**config.mk**
```make
export PLATFORM = sky130hd
export DESIGN_NAME = display_idle_power_controller
export DESIGN_NICKNAME = d
export VERILOG_FILES = /design/src/hw/rtl/dipc_pkg.sv /design/src/hw/rtl/display_idle_power_controller.sv
export SDC_FILE = /design/constraint.sdc
export NUM_CORES = 1
export LEC_CHECK = 0
export BUFFER_PORTS_ARGS = -buffer_cell sky130_fd_sc_hd__buf_2
export CAP_MARGIN = 10
export CORE_MARGIN = 10
export CORE_UTILIZATION = 30
export DETAILED_ROUTE_END_ITERATION = 8
export PLACE_DENSITY_LB_ADDON = 0.12
export SETUP_SLACK_MARGIN = 0.5
export SLEW_MARGIN = 20
export SYNTH_ARGS = -nofsm -noshare
export SYNTH_HDL_FRONTEND = slang
export SYNTH_SLANG_ARGS = --single-unit
```
**constraint.sdc**
```tcl
create_clock -name clk -period 4.52 [get_ports clk]
set_clock_uncertainty 0.1 [all_clocks]
set_input_delay 0.904 -clock clk [delete_from_list [all_inputs] [get_ports clk]]
set_output_delay 0.904 -clock clk [all_outputs]
set_load 0.005 [all_outputs]
```
**src/hw/rtl/dipc_pkg.sv**
```systemverilog
// package: payload types, power mode codes and constants of the display idle power controller
package dipc_pkg;

  localparam int unsigned CFG_ADDR_W  = 4;
  localparam int unsigned CFG_DATA_W  = 32;
  localparam int unsigned TICK_W      = 16;
  localparam int unsigned PCT_W       = 7;

  localparam logic [TICK_W-1:0] DIM_AFTER_RESET  = 16'd60;
  localparam logic [TICK_W-1:0] OFF_AFTER_RESET  = 16'd240;
  localparam logic [PCT_W-1:0]  AWAKE_RESET      = 7'd100;
  localparam logic [PCT_W-1:0]  DIM_LEVEL        = 7'd20;
  localparam logic [PCT_W-1:0]  MIN_AWAKE        = 7'd10;
  localparam logic [PCT_W-1:0]  MAX_AWAKE        = 7'd100;
  localparam logic [TICK_W-1:0] IDLE_MAX         = 16'hFFFF;

  // register indexes, byte address is 4 * index
  typedef enum logic [1:0] {
    REG_DIM_AFTER = 2'd0,
    REG_OFF_AFTER = 2'd1,
    REG_AWAKE_PCT = 2'd2,
    REG_NONE      = 2'd3
  } reg_idx_t;

  typedef enum logic [1:0] {
    MODE_BRIGHT   = 2'd0,
    MODE_DIMMED   = 2'd1,
    MODE_OFF      = 2'd2,
    MODE_SLEEPING = 2'd3
  } power_mode_t;

  typedef enum logic [1:0] {
    WAKE_NONE = 2'd0,
    WAKE_PIN  = 2'd1,
    WAKE_BOOT = 2'd2,
    WAKE_USB  = 2'd3
  } wake_src_t;

  typedef struct packed {
    logic cmd;
    logic pmic_ok;
    logic usb_power;
    logic pin_wake;
    logic boot_pressed;
  } dipc_in_t;

  typedef struct packed {
    logic [PCT_W-1:0] brightness;
    logic             brightness_write;
    logic             save_request;
    logic             restart_request;
    logic             dozing;
    logic [1:0]       wake_source;
  } dipc_out_t;

endpackage

```
**src/hw/rtl/display_idle_power_controller.sv**
```systemverilog
// display idle power controller: idle counter, mode control and register port
//
// usage:
//   in_valid/in_ready carry one item per transfer: a poll tick (cmd 0) with the
//   power chip status and wake inputs, or a user activity report (cmd 1).
//   out_valid/out_ready carry exactly one result per item, in order: the
//   brightness to drive with its write strobe, save and restart requests,
//   the dozing flag and the wake source.
//   the APB-style port holds dim_after_ticks (0x0), off_after_ticks (0x4) and
//   awake_brightness (0x8, clamped to 10..100 on write); pready is always high.
// flow: an item is registered on transfer, evaluated against the mode
//   state once the result register is free or draining, and lands in the
//   result register, from which it leaves on an out_ready transfer.
// throughput: one item per cycle while out_ready is high; the mode state is
//   updated by one saturating 16-bit increment and two 16-bit compares.
// reset: rst_n (synchronous) empties both stages, sets the mode to bright,
//   clears the idle counter and the last usb flag, and loads register defaults.
// stall: while out_ready is low the result is held, the input stage still
//   takes one more item, and in_ready drops once both stages are full.
module display_idle_power_controller
  import dipc_pkg::*;
(
  input  logic                  clk,
  input  logic                  rst_n,
  input  logic                  in_valid,
  output logic                  in_ready,
  input  dipc_in_t              in_data,
  output logic                  out_valid,
  input  logic                  out_ready,
  output dipc_out_t             out_data,
  input  logic                  psel,
  input  logic                  penable,
  input  logic                  pwrite,
  input  logic [CFG_ADDR_W-1:0] paddr,
  input  logic [CFG_DATA_W-1:0] pwdata,
  output logic [CFG_DATA_W-1:0] prdata,
  output logic                  pready
);

  logic [TICK_W-1:0] dim_after_r;
  logic [TICK_W-1:0] off_after_r;
  logic [PCT_W-1:0]  awake_pct_r;

  logic              s1_valid_r;
  dipc_in_t          s1_data_r;
  logic              out_valid_r;
  dipc_out_t         out_data_r;

  power_mode_t       mode_r, mode_nxt;
  logic [TICK_W-1:0] idle_r, idle_nxt;
  logic              last_usb_r, last_usb_nxt;

  logic              advance;
  logic              cfg_wr;
  reg_idx_t          cfg_idx;
  logic [PCT_W-1:0]  wr_pct;
  logic [PCT_W-1:0]  wr_pct_clamped;

  logic [TICK_W-1:0] idle_inc;
  logic              below_dim;
  logic              below_off;
  logic              stay_awake;
  wake_src_t         wake_src;
  dipc_out_t         res;

  // register port
  assign pready   = 1'b1;
  assign cfg_wr   = psel & penable & pwrite;
  assign cfg_idx  = reg_idx_t'(paddr[CFG_ADDR_W-1:2]);
  assign wr_pct   = pwdata[PCT_W-1:0];

  always_comb begin
    if (wr_pct < MIN_AWAKE) begin
      wr_pct_clamped = MIN_AWAKE;
    end else if (wr_pct > MAX_AWAKE) begin
      wr_pct_clamped = MAX_AWAKE;
    end else begin
      wr_pct_clamped = wr_pct;
    end
  end

  always_ff @(posedge clk) begin
    if (!rst_n) begin
      dim_after_r <= DIM_AFTER_RESET;
      off_after_r <= OFF_AFTER_RESET;
      awake_pct_r <= AWAKE_RESET;
    end else if (cfg_wr) begin
      unique case (cfg_idx)
        REG_DIM_AFTER: dim_after_r <= pwdata[TICK_W-1:0];
        REG_OFF_AFTER: off_after_r <= pwdata[TICK_W-1:0];
        REG_AWAKE_PCT: awake_pct_r <= wr_pct_clamped;
        default: ;
      endcase
    end
  end

  always_comb begin
    unique case (cfg_idx)
      REG_DIM_AFTER: prdata = {{(CFG_DATA_W-TICK_W){1'b0}}, dim_after_r};
      REG_OFF_AFTER: prdata = {{(CFG_DATA_W-TICK_W){1'b0}}, off_after_r};
      REG_AWAKE_PCT: prdata = {{(CFG_DATA_W-PCT_W){1'b0}}, awake_pct_r};
      default:       prdata = '0;
    endcase
  end

  // two-stage flow: input register, then result register
  assign advance  = s1_valid_r & (~out_valid_r | out_ready);
  assign in_ready = ~s1_valid_r | advance;

  always_ff @(posedge clk) begin
    if (!rst_n) begin
      s1_valid_r  <= 1'b0;
      out_valid_r <= 1'b0;
    end else begin
      if (in_ready) begin
        s1_valid_r <= in_valid;
      end
      if (advance) begin
        out_valid_r <= 1'b1;
      end else if (out_ready) begin
        out_valid_r <= 1'b0;
      end
    end
  end

  always_ff @(posedge clk) begin
    if (in_ready && in_valid) begin
      s1_data_r <= in_data;
    end
    if (advance) begin
      out_data_r <= res;
    end
  end

  assign out_valid = out_valid_r;
  assign out_data  = out_data_r;

  // evaluation of the item in the input register
  assign idle_inc   = (idle_r == IDLE_MAX) ? idle_r : idle_r + 16'd1;
  assign below_dim  = idle_inc < dim_after_r;
  assign below_off  = idle_inc < off_after_r;
  assign stay_awake = ~s1_data_r.pmic_ok | s1_data_r.usb_power;

  always_comb begin
    if (s1_data_r.pin_wake) begin
      wake_src = WAKE_PIN;
    end else if (s1_data_r.boot_pressed) begin
      wake_src = WAKE_BOOT;
    end else if (s1_data_r.pmic_ok && s1_data_r.usb_power && !last_usb_r) begin
      wake_src = WAKE_USB;
    end else begin
      wake_src = WAKE_NONE;
    end
  end

  // next state
  always_comb begin
    mode_nxt     = mode_r;
    idle_nxt     = idle_r;
    last_usb_nxt = last_usb_r;
    unique case (mode_r)
      MODE_SLEEPING: begin
        if (!s1_data_r.cmd) begin
          if (wake_src != WAKE_NONE) begin
            mode_nxt     = MODE_BRIGHT;
            idle_nxt     = '0;
            last_usb_nxt = 1'b0;
          end else if (s1_data_r.pmic_ok) begin
            last_usb_nxt = s1_data_r.usb_power;
          end
        end
      end
      default: begin
        if (s1_data_r.cmd) begin
          idle_nxt = '0;
          mode_nxt = MODE_BRIGHT;
        end else begin
          idle_nxt = idle_inc;
          if (below_dim) begin
            mode_nxt = MODE_BRIGHT;
          end else if (below_off) begin
            if (mode_r == MODE_BRIGHT) begin
              mode_nxt = MODE_DIMMED;
            end
          end else if (stay_awake) begin
            mode_nxt = MODE_OFF;
          end else begin
            mode_nxt     = MODE_SLEEPING;
            last_usb_nxt = 1'b0;
          end
        end
      end
    endcase
  end

  // result fields
  always_comb begin
    res = '0;
    unique case (mode_r)
      MODE_SLEEPING: begin
        if (!s1_data_r.cmd && wake_src != WAKE_NONE) begin
          res.save_request    = 1'b1;
          res.restart_request = 1'b1;
          res.wake_source     = wake_src;
        end
      end
      default: begin
        if (s1_data_r.cmd || below_dim) begin
          if (mode_r != MODE_BRIGHT) begin
            res.brightness       = awake_pct_r;
            res.brightness_write = 1'b1;
          end
        end else if (below_off) begin
          if (mode_r == MODE_BRIGHT) begin
            res.brightness       = DIM_LEVEL;
            res.brightness_write = 1'b1;
          end
        end else begin
          res.save_request     = ~stay_awake;
          res.brightness_write = (mode_r != MODE_OFF);
        end
      end
    endcase
    res.dozing = (mode_nxt == MODE_OFF) || (mode_nxt == MODE_SLEEPING);
  end

  always_ff @(posedge clk) begin
    if (!rst_n) begin
      mode_r     <= MODE_BRIGHT;
      idle_r     <= '0;
      last_usb_r <= 1'b0;
    end else if (advance) begin
      mode_r     <= mode_nxt;
      idle_r     <= idle_nxt;
      last_usb_r <= last_usb_nxt;
    end
  end

  // checks
  a_restart_saves: assert property (@(posedge clk) disable iff (!rst_n)
    out_valid_r |-> (!out_data_r.restart_request || out_data_r.save_request))
    else $error("restart without save");

  a_wake_resets: assert property (@(posedge clk) disable iff (!rst_n)
    (advance && res.restart_request) |=> (mode_r == MODE_BRIGHT && idle_r == '0 && !last_usb_r))
    else $error("wake did not reset the state");

  a_bright_only_on_write: assert property (@(posedge clk) disable iff (!rst_n)
    (out_valid_r && !out_data_r.brightness_write) |-> (out_data_r.brightness == '0))
    else $error("brightness without write strobe");

  a_awake_range: assert property (@(posedge clk) disable iff (!rst_n)
    (awake_pct_r >= MIN_AWAKE) && (awake_pct_r <= MAX_AWAKE))
    else $error("awake brightness out of range");

  a_restart_clears_dozing: assert property (@(posedge clk) disable iff (!rst_n)
    (out_valid_r && out_data_r.restart_request) |->
      (!out_data_r.dozing && out_data_r.wake_source != WAKE_NONE))
    else $error("restart result inconsistent");

endmodule
```
### Yosys cells after proc, flatten, opt, wreduce, memory -nomap -nowiden

Index checks and enable logic that the tools add are counted.
Widths: inputs -> output; s select.

* bits of input ports: 48
* latch bits: 0
* memories kept: 0
* logic and storage cells: 105
* output and inout bits: 48
* bits in read-only memories: 0
* bits in registers: 78
* bits in writable memories: 0

* bitwise gates (word level): 11
* multiply operators: 0
* equal/unequal tests: 13
* $add $sub $neg: 1
* $lt $le $gt $ge: 4
* shifts and indexed selects: 0
* mux-type cells: 38
* div/mod/pow operators: 0
* reduce and logical (&&, ||, !) cells: 19

Operators with widths (count)
* $mux 16: 5
* $pmux 16 s3: 1
* $lt 16x16->1: 2
* $mux 2: 11
* $mux 7: 3
* $add 16x1->16 const B: 1
* $eq 16x16->1 const B: 1
* $mux 8: 2
* $mux 1: 15
* $eq 2x2->1 const B: 4
* $reduce_and 2->1: 4
* $gt 7x7->1 const B: 1
* $lt 7x4->1 const B: 1
* $mux 6: 1
* $ne 2x1->1 const B: 3
* $ne 2x2->1 const B: 3
* $reduce_and 6->1: 1
* $reduce_bool 2->1: 3
* $not 1->1: 5
* $logic_and 1x1->1: 4
* $logic_not 2->1: 2
* $and 1x1->1: 3
* $ne 3x3->1 const B: 1
* $or 1x1->1: 3
* other kinds (4): 6

### Longest topological paths before layout

Gate-level depths: netlist of run 1.

* depth in word-level cells: 11
* gate-level depth with buffers: 16

### Worst setup path before layout of run 1

No wires, ideal clock.

* path kind: register to register
* start point: reg idle_r[0]
* end point: reg last_usb_r
* required time: 4298 ps
* setup slack: 1021 ps
* period minus slack after synthesis: 3499 ps
* data arrival time: 3277 ps
* stages on the path, launching flop included: 15
* cell sequence: dfxtp_1 ha_1 nand3_1 and4bb_4 nor3b_1 and3_1 and4_1 xor2_1 ha_1 and4_1 nand3_1 a2111o_1 and2_4 nand2b_4 o311a_1

* word-level cells in the longest chain between the ends: 5
* elaborated cells on any way between the ends: 8

Ends and longest elaborated chain
* from (decl): line display_idle_power_controller.sv:50 `logic [TICK_W-1:0] idle_r, idle_nxt;`
* from (signal assigned): line display_idle_power_controller.sv:234 `idle_r <= idle_nxt;`
* $add 16x1->16 / $eq 16x16->1 (equally long branches): line display_idle_power_controller.sv:139 `assign idle_inc = (idle_r == IDLE_MAX) ? idle_r : idle_r + 16'd1;`
* $mux 16 *: line display_idle_power_controller.sv:139
* $lt 16x16->1 (on tied branches): line display_idle_power_controller.sv:141, display_idle_power_controller.sv:140
* $ne 2x1->1 (no line)
* $reduce_and 6->1 (no line) *
* to (signal assigned): line display_idle_power_controller.sv:235 `last_usb_r <= last_usb_nxt;`
* to (decl): line display_idle_power_controller.sv:51 `logic last_usb_r, last_usb_nxt;`

Every way passes the cells marked *; elsewhere a longest branch is shown, timed or not.
A chain may end at the register's enable or synchronous reset.

### Final worst setup path of run 1

* start point: reg idle_r[3]
* end point: reg out_data_r, in the netlist out_data[11], data pin

* word-level cells in the longest chain between the ends: 5
* elaborated cells on any way between the ends: 6

Ends and longest elaborated chain
* $add 16x1->16 / $eq 16x16->1 (equally long branches): line display_idle_power_controller.sv:139
* $mux 16 *: line display_idle_power_controller.sv:139
* $lt 16x16->1 *: line display_idle_power_controller.sv:140 `assign below_dim = idle_inc < dim_after_r;`
* $logic_or 1x1->1 *: line display_idle_power_controller.sv:208 `if (s1_data_r.cmd || below_dim) begin`
* $mux 8 *: line display_idle_power_controller.sv:208
* to (signal assigned): line display_idle_power_controller.sv:131 `out_data_r <= res;`
* to (decl): line display_idle_power_controller.sv:47 `dipc_out_t out_data_r;`

Marked as above.

==> results.json, run 1 <==
{
  "outcome": "finished clean",
  "finalSetupViolations": 0,
  "drc": 0,
  "fillers": 1617,
  "cts_hold_buffers": 0,
  "holdCritStartpoint": "off_after_r[9]",
  "avgSynthCellArea_um2": 8.479,
  "final_layout_size_suffix_gt1_share_pct": 18.83,
  "slew_headroom_pct": 30.81,
  "max_freq_mhz": 263.6,
  "maxCapViolCount": 0,
  "hold_end": "off_after_r[9]",
  "rsz0062_at_grt": "false",
  "fp.dieArea_um2": 21130,
  "synth_edf_count": 18,
  "grt_max_degree": 64,
  "crit_path_end_kind": "register",
  "fin_crit_sh_pct": 83.94,
  "diodes": 0,
  "synth.distinct_cells": 61,
  "fin_util_pct": 36.23,
  "irDropWorstVdd_uv": 182.1,
  "rows": 45,
  "synthAdderAreaFrac_pct": 8.227,
  "reg2reg_slack_ns": 0.73,
  "synthMuxAreaShare_pct": 3.397,
  "hold_viol_final": 0,
  "port_buffers": 60,
  "drtIter0Drc": 152,
  "grt_pass1_vias": 4052,
  "layout_commonest_cell": "nand2_1",
  "hold_path.class": "reg -> reg",
  "synth_xor_area_share_pct": 3.132,
  "synthCells": 556,
  "antenna_left": 0,
  "layout_common_cells": "nand2_1 (95), buf_2 (60), dfxtp_1 (59)",
  "startpoint_type": "register",
  "cp_data_required_time_ns": 4.52,
  "ys.flop_type": "dfxtp_1",
  "async_flop_share_pct": 0,
  "wire_per_inst_um": 15.16,
  "ys_ff_latch": 78,
  "ys.warnings.count": 0,
  "grt_pass1_wl_um": 20990,
  "routed_wl_um": 12540,
  "final_nets": 690,
  "start_util_pct": 30.78,
  "area_growth_pct": 17.68,
  "cts_root_buffer": "clkbuf_16",
  "pin_count": 96,
  "cts_tree": "done",
  "core_area_um2": 15310,
  "clock_latency_ns": 0.35,
  "reg2reg_from": "idle_r[3]",
  "crit_type": "reg -> reg",
  "die_x_um": 145.4,
  "cp_data_arrival_time_ns": 3.80,
  "gp_congestion": 0.8114,
  "period_minus_slack_ns": 3.794,
  "cts_buffers": 9,
  "grt_antenna_before_repair": 0,
  "worstMarginPinSlew_ns": 1.038,
  "worst_slack_ns": 0.7261,
  "holdPathStages": 2,
  "synth_top_family_by_area": "simple AND/OR/NAND/NOR gates",
  "vias": 3929,
  "yosys.area_share.simple_pct": 23.22,
  "clk_path_buf_depth": 2,
  "clkTransAtPathRegs_ns": 0.06,
  "cts_sinks": 78,
  "finalSetupTns_ns": 0,
  "power_uw": 1605,
  "post-place-ws_ns": 0.3917,
  "cp_max_fo": 6,
  "report.final.slew_viol_count": 0,
  "htree_levels": 3,
  "track_usage_pct": 12.01,
  "cellPowerDensity_nw_per_um2": 289.3,
  "worstRegToRegCells": 13,
  "ys_seq_area_share_pct": 36.94,
  "synth.cell_area_um2": 4715,
  "drt_pass1_iterations": 4,
  "overflow": 0,
  "die_y_um": 145.4,
  "r2r-end": "out_data[11]",
  "via_per_inst": 4.751,
  "synth_compound_area_share_pct": 16.96,
  "dp_hpwl_um": 9250,
  "leakage_uw": 0.002375
}
-- final cells by class --
cell class | instances | area [um2] | area share (%)
well taps | 211 | 264.0 | 4.759
clock inverters | 6 | 67.56 | 1.218
clock buffers | 10 | 239.0 | 4.308
flip-flops and latches | 78 | 1743 | 31.42
multi-input cells | 417 | 2724 | 49.10
inverters | 34 | 127.6 | 2.300
repair buffers | 71 | 382.9 | 6.901
-- cell usage after synthesis (all sizes together), types with 3 or more instances --
library cell / instances / area [um2]
nand2: 95 / 356.6
or2b: 3 / 25.03
nor2: 28 / 105.1
nor2b: 14 / 87.58
o211ai: 16 / 120.1
xor2: 10 / 95.10
a22oi: 9 / 67.56
inv: 34 / 127.6
a21boi: 26 / 195.2
o21a: 3 / 22.52
a21oi: 19 / 95.09
edfxtp: 18 / 540.5
a21o: 4 / 30.03
o31ai: 3 / 22.52
and2: 6 / 40.04
and3: 14 / 87.58
and3b: 4 / 35.03
or3: 3 / 20.02
o21ai: 25 / 125.1
ha: 31 / 387.9
mux2i: 16 / 160.2
buf: 21 / 155.1
nand3: 14 / 70.07
clkbuf: 22 / 92.59
and4: 4 / 40.04
nand4: 7 / 43.79
nand2b: 5 / 38.78
dfxtp: 60 / 1201
xnor2: 6 / 52.55
nor3: 8 / 45.04
nor4: 3 / 18.77
-- worst max-delay path, cell delays in order (launching register included) --
cell	delay (ns)
dfxtp_1	0.44
nand4_1	0.24
or2_2	0.40
and3b_1	0.34
nand2_1	0.09
xnor2_1	0.12
buf_4	0.15
ha_1	0.31
and4_1	0.24
nand3_1	0.14
a2111o_1	0.42
and2_2	0.23
buf_4	0.15
and3_1	0.16
-- repair_timing --
action                     4_1_cts  5_1_grt
cloned                           0        1
setup endpoints to repair        6        7
pin swaps                        0        6
setup buffers                    0        4
resized for setup                2       10
-- worst max-delay path by stage --
stage / depth (start not counted) / end / startpoint
after floorplan: 14 / last_usb_r / idle_r[0]
after global placement: 15 / out_data[5] / idle_r[0]
after detailed placement: 14 / out_data[5] / idle_r[0]
after CTS: 15 / out_data[5] / idle_r[0]
after global routing: 13 / out_data[4] / idle_r[3]
final: 13 / out_data[11] / idle_r[3]
-- stage by stage --
stage          cell area (um2)  hold WS, ns  std cells
2_1_floorplan             4771       0.3519        571
3_3_place_gp              5150       0.3727        806
3_5_place_dp              5150       0.3786        806
4_1_cts                   5468       0.3872        822
5_1_grt                   5548       0.4158        827
6_report                  5548       0.3868        827
-- kinds of logic (layout without fill, tap and decap cells) --
family | Yosys count | after routing
compound gates | 119 | 119
xor+xnor | 16 | 16
fa+ha+maj | 31 | 31
buf+inv | 77 | 121
flops | 78 | 78
mux | 16 | 16
other cells | 2 | 17
simple gates | 217 | 218
-- state kept, by name, summed over array words and instances (netlist names) --
register and count:
dim_after_r 16, idle_r 16, off_after_r 16, out_data 13, awake_pct_r 7, s1_data_r 5
mode_r 2, last_usb_r 1, out_valid 1, s1_valid_r 1
-- per-layer routing --
layer	wire length, um	vias to the layer above	global-route usage [%]
met1	5692	1842	14.12
met4	178	0	3.994
li1	-	2013	-
met3	457	15	3.198
met5	0	-	0
met2	6207	59	20.68
-- power breakdown --
group	leakage, uW	internal, uW	switching (uW)
registers	0.000658	729	10.6
clock network	0.000145	445	300
logic	0.00157	46.3	74.1
total	0.00237	1220	385
No activity file was read; power rests on OpenSTA's default activity.
==> run 2: changes to the inputs <==
Clock period 4.52 ns to 3.7 ns, I/O delays scaled along.
==> results.json, run 2 (synthesis gave the netlist of run 1 again) <==
{
  "outcome": "finished clean",
  "leakage_uw": 0.002592,
  "placed_area_um2": 5360,
  "grt_max_degree": 45,
  "fin_area_um2": 6081,
  "die_x_um": 145.4,
  "vias": 4124,
  "finalSetupViolations": 0,
  "clkTransAtPathRegs_ns": 0.06,
  "max_stage_delay_ns": 0.39,
  "irDropWorstVdd_uv": 193.3,
  "reg.largest.list": "dim_after_r: 16 flops, idle_r: 16 flops, off_after_r: 16 flops",
  "cts_sinks": 78,
  "grt_pass1_vias": 4110,
  "dp_hpwl_um": 9492,
  "port_buffers": 60,
  "crit_type": "reg -> reg",
  "via_per_inst": 4.807,
  "hold_viol_final": 0,
  "crit_slowest_cell": "dfxtp_4",
  "drc": 0,
  "die_y_um": 145.4,
  "hold_path.class": "reg -> reg",
  "final_cells": 858,
  "cp_max_fo": 8,
  "slew_headroom_pct": 48.19,
  "period_minus_slack_ns": 3.466,
  "pin_count": 96,
  "wire_per_inst_um": 14.84,
  "cts_buffers": 9,
  "max_freq_mhz": 288.5,
  "clock_latency_ns": 0.34,
  "cellPowerDensity_nw_per_um2": 317.3,
  "clk_path_buf_depth": 2,
  "grt_antenna_before_repair": 0,
  "fillers": 1589,
  "use_met2_pct": 20.57,
  "layout_common_cells": "nand2_1 (93), buf_2 (60), dfxtp_1 (51)",
  "layout_commonest_cell": "nand2_1",
  "worstMarginPinSlew_ns": 0.7772,
  "drtIter0Drc": 147,
  "drt_pass1_iterations": 4,
  "rsz0062_at_grt": "true",
  "gp_congestion": 0.8035,
  "fin_crit_sh_pct": 93.68,
  "cp_data_arrival_time_ns": 3.59,
  "htree_levels": 3,
  "antenna_left": 0,
  "area_growth_pct": 28.98,
  "overflow": 0,
  "track_usage_pct": 12.06,
  "final_nets": 721,
  "startpoint_type": "register",
  "cp_cell_sequence": "and4_4 > and4bb_4 > and4b_2 > and3_4 > xor2_4 > ha_4 > nand2_2 > o211ai_1 > nand3_4 > a2111o_1 > and2_4 > nand2b_4 > o311a_1",
  "rows": 45,
  "cts_root_buffer": "clkbuf_16",
  "start_util_pct": 30.78,
  "routed_wl_um": 12740,
  "maxCapViolCount": 0,
  "cts_tree": "done",
  "report.final.slew_viol_count": 0,
  "crit_path_end_kind": "register",
  "dp.cells": 824,
  "cp_data_required_time_ns": 3.83,
  "fp.dieArea_um2": 21130,
  "diodes": 0,
  "grtUsageMet3_pct": 2.360,
  "core_area_um2": 15310,
  "top_usage_layer": "met2",
  "final_layout_size_suffix_gt1_share_pct": 29.06,
  "finalSetupTns_ns": 0,
  "grt_pass1_wl_um": 21020,
  "met1_usage_pct": 14.53
}
## run 2: cell count changes in the layout (fill, tap and decap cells not counted), moves of 3 or more
| cell | change |
|---|---|
| a21oi_2 | +3 |
| a21oi_1 | -3 |
| buf_6 | +5 |
| and3_4 | +5 |
| o21ai_0 | -3 |
| dfxtp_4 | +6 |
| ha_1 | -4 |
| dfxtp_1 | -8 |
| xnor2_1 | -3 |
| buf_4 | +27 |
| and3_1 | -5 |
| o21ai_2 | +3 |
| ha_4 | +4 |
## run 2: critical path, delay by kind of cell, from the launching register on
family	cells	cell delay, ns
adders and majority gates	1	0.27
AOI/OAI and AO/OA	3	0.89
xor gates and xnor gates	1	0.19
DFF	1	0.39
and+or+nand+nor	8	1.50
## run 2: worst paths after layout
| kind | start | end | slack (ns) | cells after the start |
|---|---|---|---|---|
| setup / recovery | idle_r[11] | last_usb_r | 0.23 | 13 |
| hold reg to reg | dim_after_r[13] | dim_after_r[13] | 0.39 | 2 |
| setup reg to reg | idle_r[11] | last_usb_r | 0.23 | 13 |
| hold / removal | dim_after_r[13] | dim_after_r[13] | 0.39 | 2 |
## run 2: timing repair
action	in CTS	in global routing
hold buffers	0	0
setup endpoints to repair	13	13
buffers inserted	12	6
gates resized for setup	23	34
pin swaps	30	27
## run 2: final cells by class
class	count	area [um2]	area share, %
inverter	34	127.6	2.099
timing repair buffer	103	641.9	10.56
tap	211	264.0	4.342
multi-input combinational	416	2988	49.14
clock buffer	10	229.0	3.765
clock inverter	6	62.56	1.029
sequential	78	1768	29.07
## run 2: routing by layer
metal,share of wire (%),vias up
met4,1.9,0
met2,50,89
li1,-,2068
met1,45,1950
met5,0,-
met3,3.8,17
## run 2: power breakdown
group          switching (uW)  internal (uW)
combinational            94.5           62.5
clock                     354            520
sequential               12.8            886
## run 2: per-stage QoR
stage / hold WS [ns] / power (uW) / worst slack, ns / utilization [%]
2_1_floorplan: 0.3519 / 1021 / 0.4404 / -
3_3_place_gp: 0.3718 / 1071 / 0.05955 / 35.00
6_report: 0.3853 / 1930 / 0.2337 / 39.71
5_1_grt: 0.4072 / 2016 / 0.1160 / 39.71
3_5_place_dp: 0.3804 / 1073 / 0.07777 / 35.00
4_1_cts: 0.3892 / 1960 / 0.2317 / 38.30
==> run 3: changes to the inputs <==
Settings changed: PLACE_DENSITY set to 0.55, PLACE_DENSITY_LB_ADDON 0.12 to unset.
==> results.json, run 3 (synthesis gave the netlist of run 1 again) <==
{
  "track_usage_pct": 11.85,
  "drc": 0,
  "r2r-end": "last_usb_r",
  "slew_headroom_pct": 51.18,
  "clkTransAtPathRegs_ns": 0.06,
  "gp_congestion": 0.8876,
  "worstMarginPinSlew_ns": 0.7302,
  "cp_cell_sequence": "and4_4 > and4bb_4 > nor3b_4 > and3_4 > and3_4 > xor2_2 > ha_1 > and4_4 > nand3_1 > a2111o_1 > and2_4 > nand2b_4 > o311a_1",
  "cp_top_family": "simple AND/OR/NAND/NOR gates",
  "rsz0062_at_grt": "true",
  "reg.largest.list": "dim_after_r: 16 flops, idle_r: 16 flops, off_after_r: 16 flops",
  "crit_slowest_cell": "dfxtp_2",
  "routed_wl_um": 12500,
  "clock_latency_ns": 0.34,
  "fin_util_pct": 39.25,
  "dp_hpwl_um": 9297,
  "overflow": 0,
  "placed_area_um2": 5308,
  "layout_commonest_cell": "nand2_1",
  "max_freq_mhz": 290.9,
  "area_growth_pct": 27.49,
  "irDropWorstVdd_uv": 258.2,
  "multi_input_area_um2": 2952,
  "critPathBufInv": 0,
  "drtIter0Drc": 163,
  "crit_path_end_kind": "register",
  "clk_path_buf_depth": 2,
  "maxCapViolCount": 0,
  "leakage_uw": 0.002576,
  "startpoint_type": "register",
  "reg2reg_slack_ns": 0.26,
  "fillers": 1580,
  "rows": 45,
  "core_area_um2": 15310,
  "worstRegToRegCells": 13,
  "die_y_um": 145.4,
  "cts_buffers": 9,
  "fin_area_um2": 6011,
  "fp.dieArea_um2": 21130,
  "finalSetupTns_ns": 0,
  "drt_pass1_iterations": 5,
  "cp_data_arrival_time_ns": 3.57,
  "cts_hold_buffers": 0,
  "grt_pass1_vias": 4248,
  "area.sequential_um2": 1762,
  "hold_viol_final": 0,
  "start_util_pct": 30.78,
  "cp_data_required_time_ns": 3.83,
  "cts_sinks": 78,
  "cellPowerDensity_nw_per_um2": 333.0,
  "worst_setup_path_startpoint": "idle_r[10]",
  "layout_common_cells": "nand2_1 (94), buf_2 (60), dfxtp_1 (50)",
  "final_layout_size_suffix_gt1_share_pct": 28.50,
  "grt_max_degree": 36,
  "fin_crit_sh_pct": 92.90,
  "pin_count": 96,
  "diodes": 0,
  "hold_end": "dim_after_r[11]",
  "final_nets": 716,
  "grt_pass1_wl_um": 20930,
  "antenna_left": 0,
  "htree_levels": 3,
  "outcome": "finished clean",
  "grt_antenna_before_repair": 0,
  "via_per_inst": 4.807,
  "worst_slack_ns": 0.2628,
  "holdPathStages": 2,
  "cp_max_fo": 8,
  "port_buffers": 60,
  "period_minus_slack_ns": 3.437,
  "crit_type": "reg -> reg",
  "vias": 4100,
  "holdCritStartpoint": "dim_after_r[11]",
  "finalSetupViolations": 0,
  "post-place-ws_ns": 0.04667,
  "report.final.slew_viol_count": 0,
  "cts_tree": "done",
  "hold_path.class": "reg -> reg",
  "die_x_um": 145.4,
  "reg2reg_from": "idle_r[10]",
  "wire_per_inst_um": 14.66,
  "cts_root_buffer": "clkbuf_16",
  "max_stage_delay_ns": 0.42
}
[run 3: changes by cell type in the layout (fill, tap and decap cells not counted), moves of 2 or more]
| cell | delta |
|---|---|
| buf_6 | -4 |
| clkinvlp_4 | -3 |
| dfxtp_4 | -3 |
| xor2_1 | -2 |
| dfxtp_2 | +4 |
| xor2_2 | +3 |
| clkinv_4 | +2 |
[run 3: per-stage QoR]
stage	instances	power, uW	hold WS [ns]
after CTS	850	2026	0.3815
after global placement	817	1067	0.3678
final	853	2001	0.3829
after floorplan	571	1021	0.3519
after detailed placement	817	1070	0.3732
after global routing	853	2091	0.4024
[run 3: worst reg2reg max path, cell delays in order, from the launching register on]
cell and delay, ns:
dfxtp_2 0.42, and4_4 0.27, and4bb_4 0.28, nor3b_4 0.06
and3_4 0.19, and3_4 0.16, xor2_2 0.18, ha_1 0.30
and4_4 0.25, nand3_1 0.12, a2111o_1 0.34, and2_4 0.22
nand2b_4 0.17, o311a_1 0.28
[run 3: worst max-delay path by stage]
stage | slack [ns] | depth (start not counted) | endpoint
6_report | 0.26 | 13 | last_usb_r
4_1_cts | 0.31 | 14 | out_data[5]
3_3_place_gp | 0.08 | 15 | out_data[5]
5_1_grt | 0.11 | 15 | out_data[5]
2_1_floorplan | 0.44 | 13 | last_usb_r
3_5_place_dp | 0.05 | 15 | out_data[5]
[run 3: timing repair]
| item | 4_1_cts | 5_1_grt |
|---|---|---|
| gates resized for setup | 26 | 23 |
| pin swaps | 27 | 3 |
| buffers inserted | 17 | 3 |
| hold endpoints to repair | 0 | 0 |
| endpoints found under the setup margin | 13 | 13 |
[run 3: layout make-up]
cell class / instances / share of cell area [%]
clock buffers: 10 / 3.809
well taps: 211 / 4.392
repair buffers: 98 / 9.804
flip-flops and latches: 78 / 29.31
multi-input cells: 416 / 49.10
inverters: 34 / 2.123
clock inverters: 6 / 1.457
[run 3: report_power, final]
| group | switching, uW | internal, uW |
|---|---|---|
| sequential | 13.0 | 888 |
| combinational | 94.0 | 61.3 |
| clock | 354 | 591 |
[run 3: per-layer routing]
layer | track usage (%) | wire (um)
met4 | 3.691 | 132
met3 | 3.912 | 536
met2 | 20.38 | 6209
met1 | 13.58 | 5625
met5 | 0 | 0
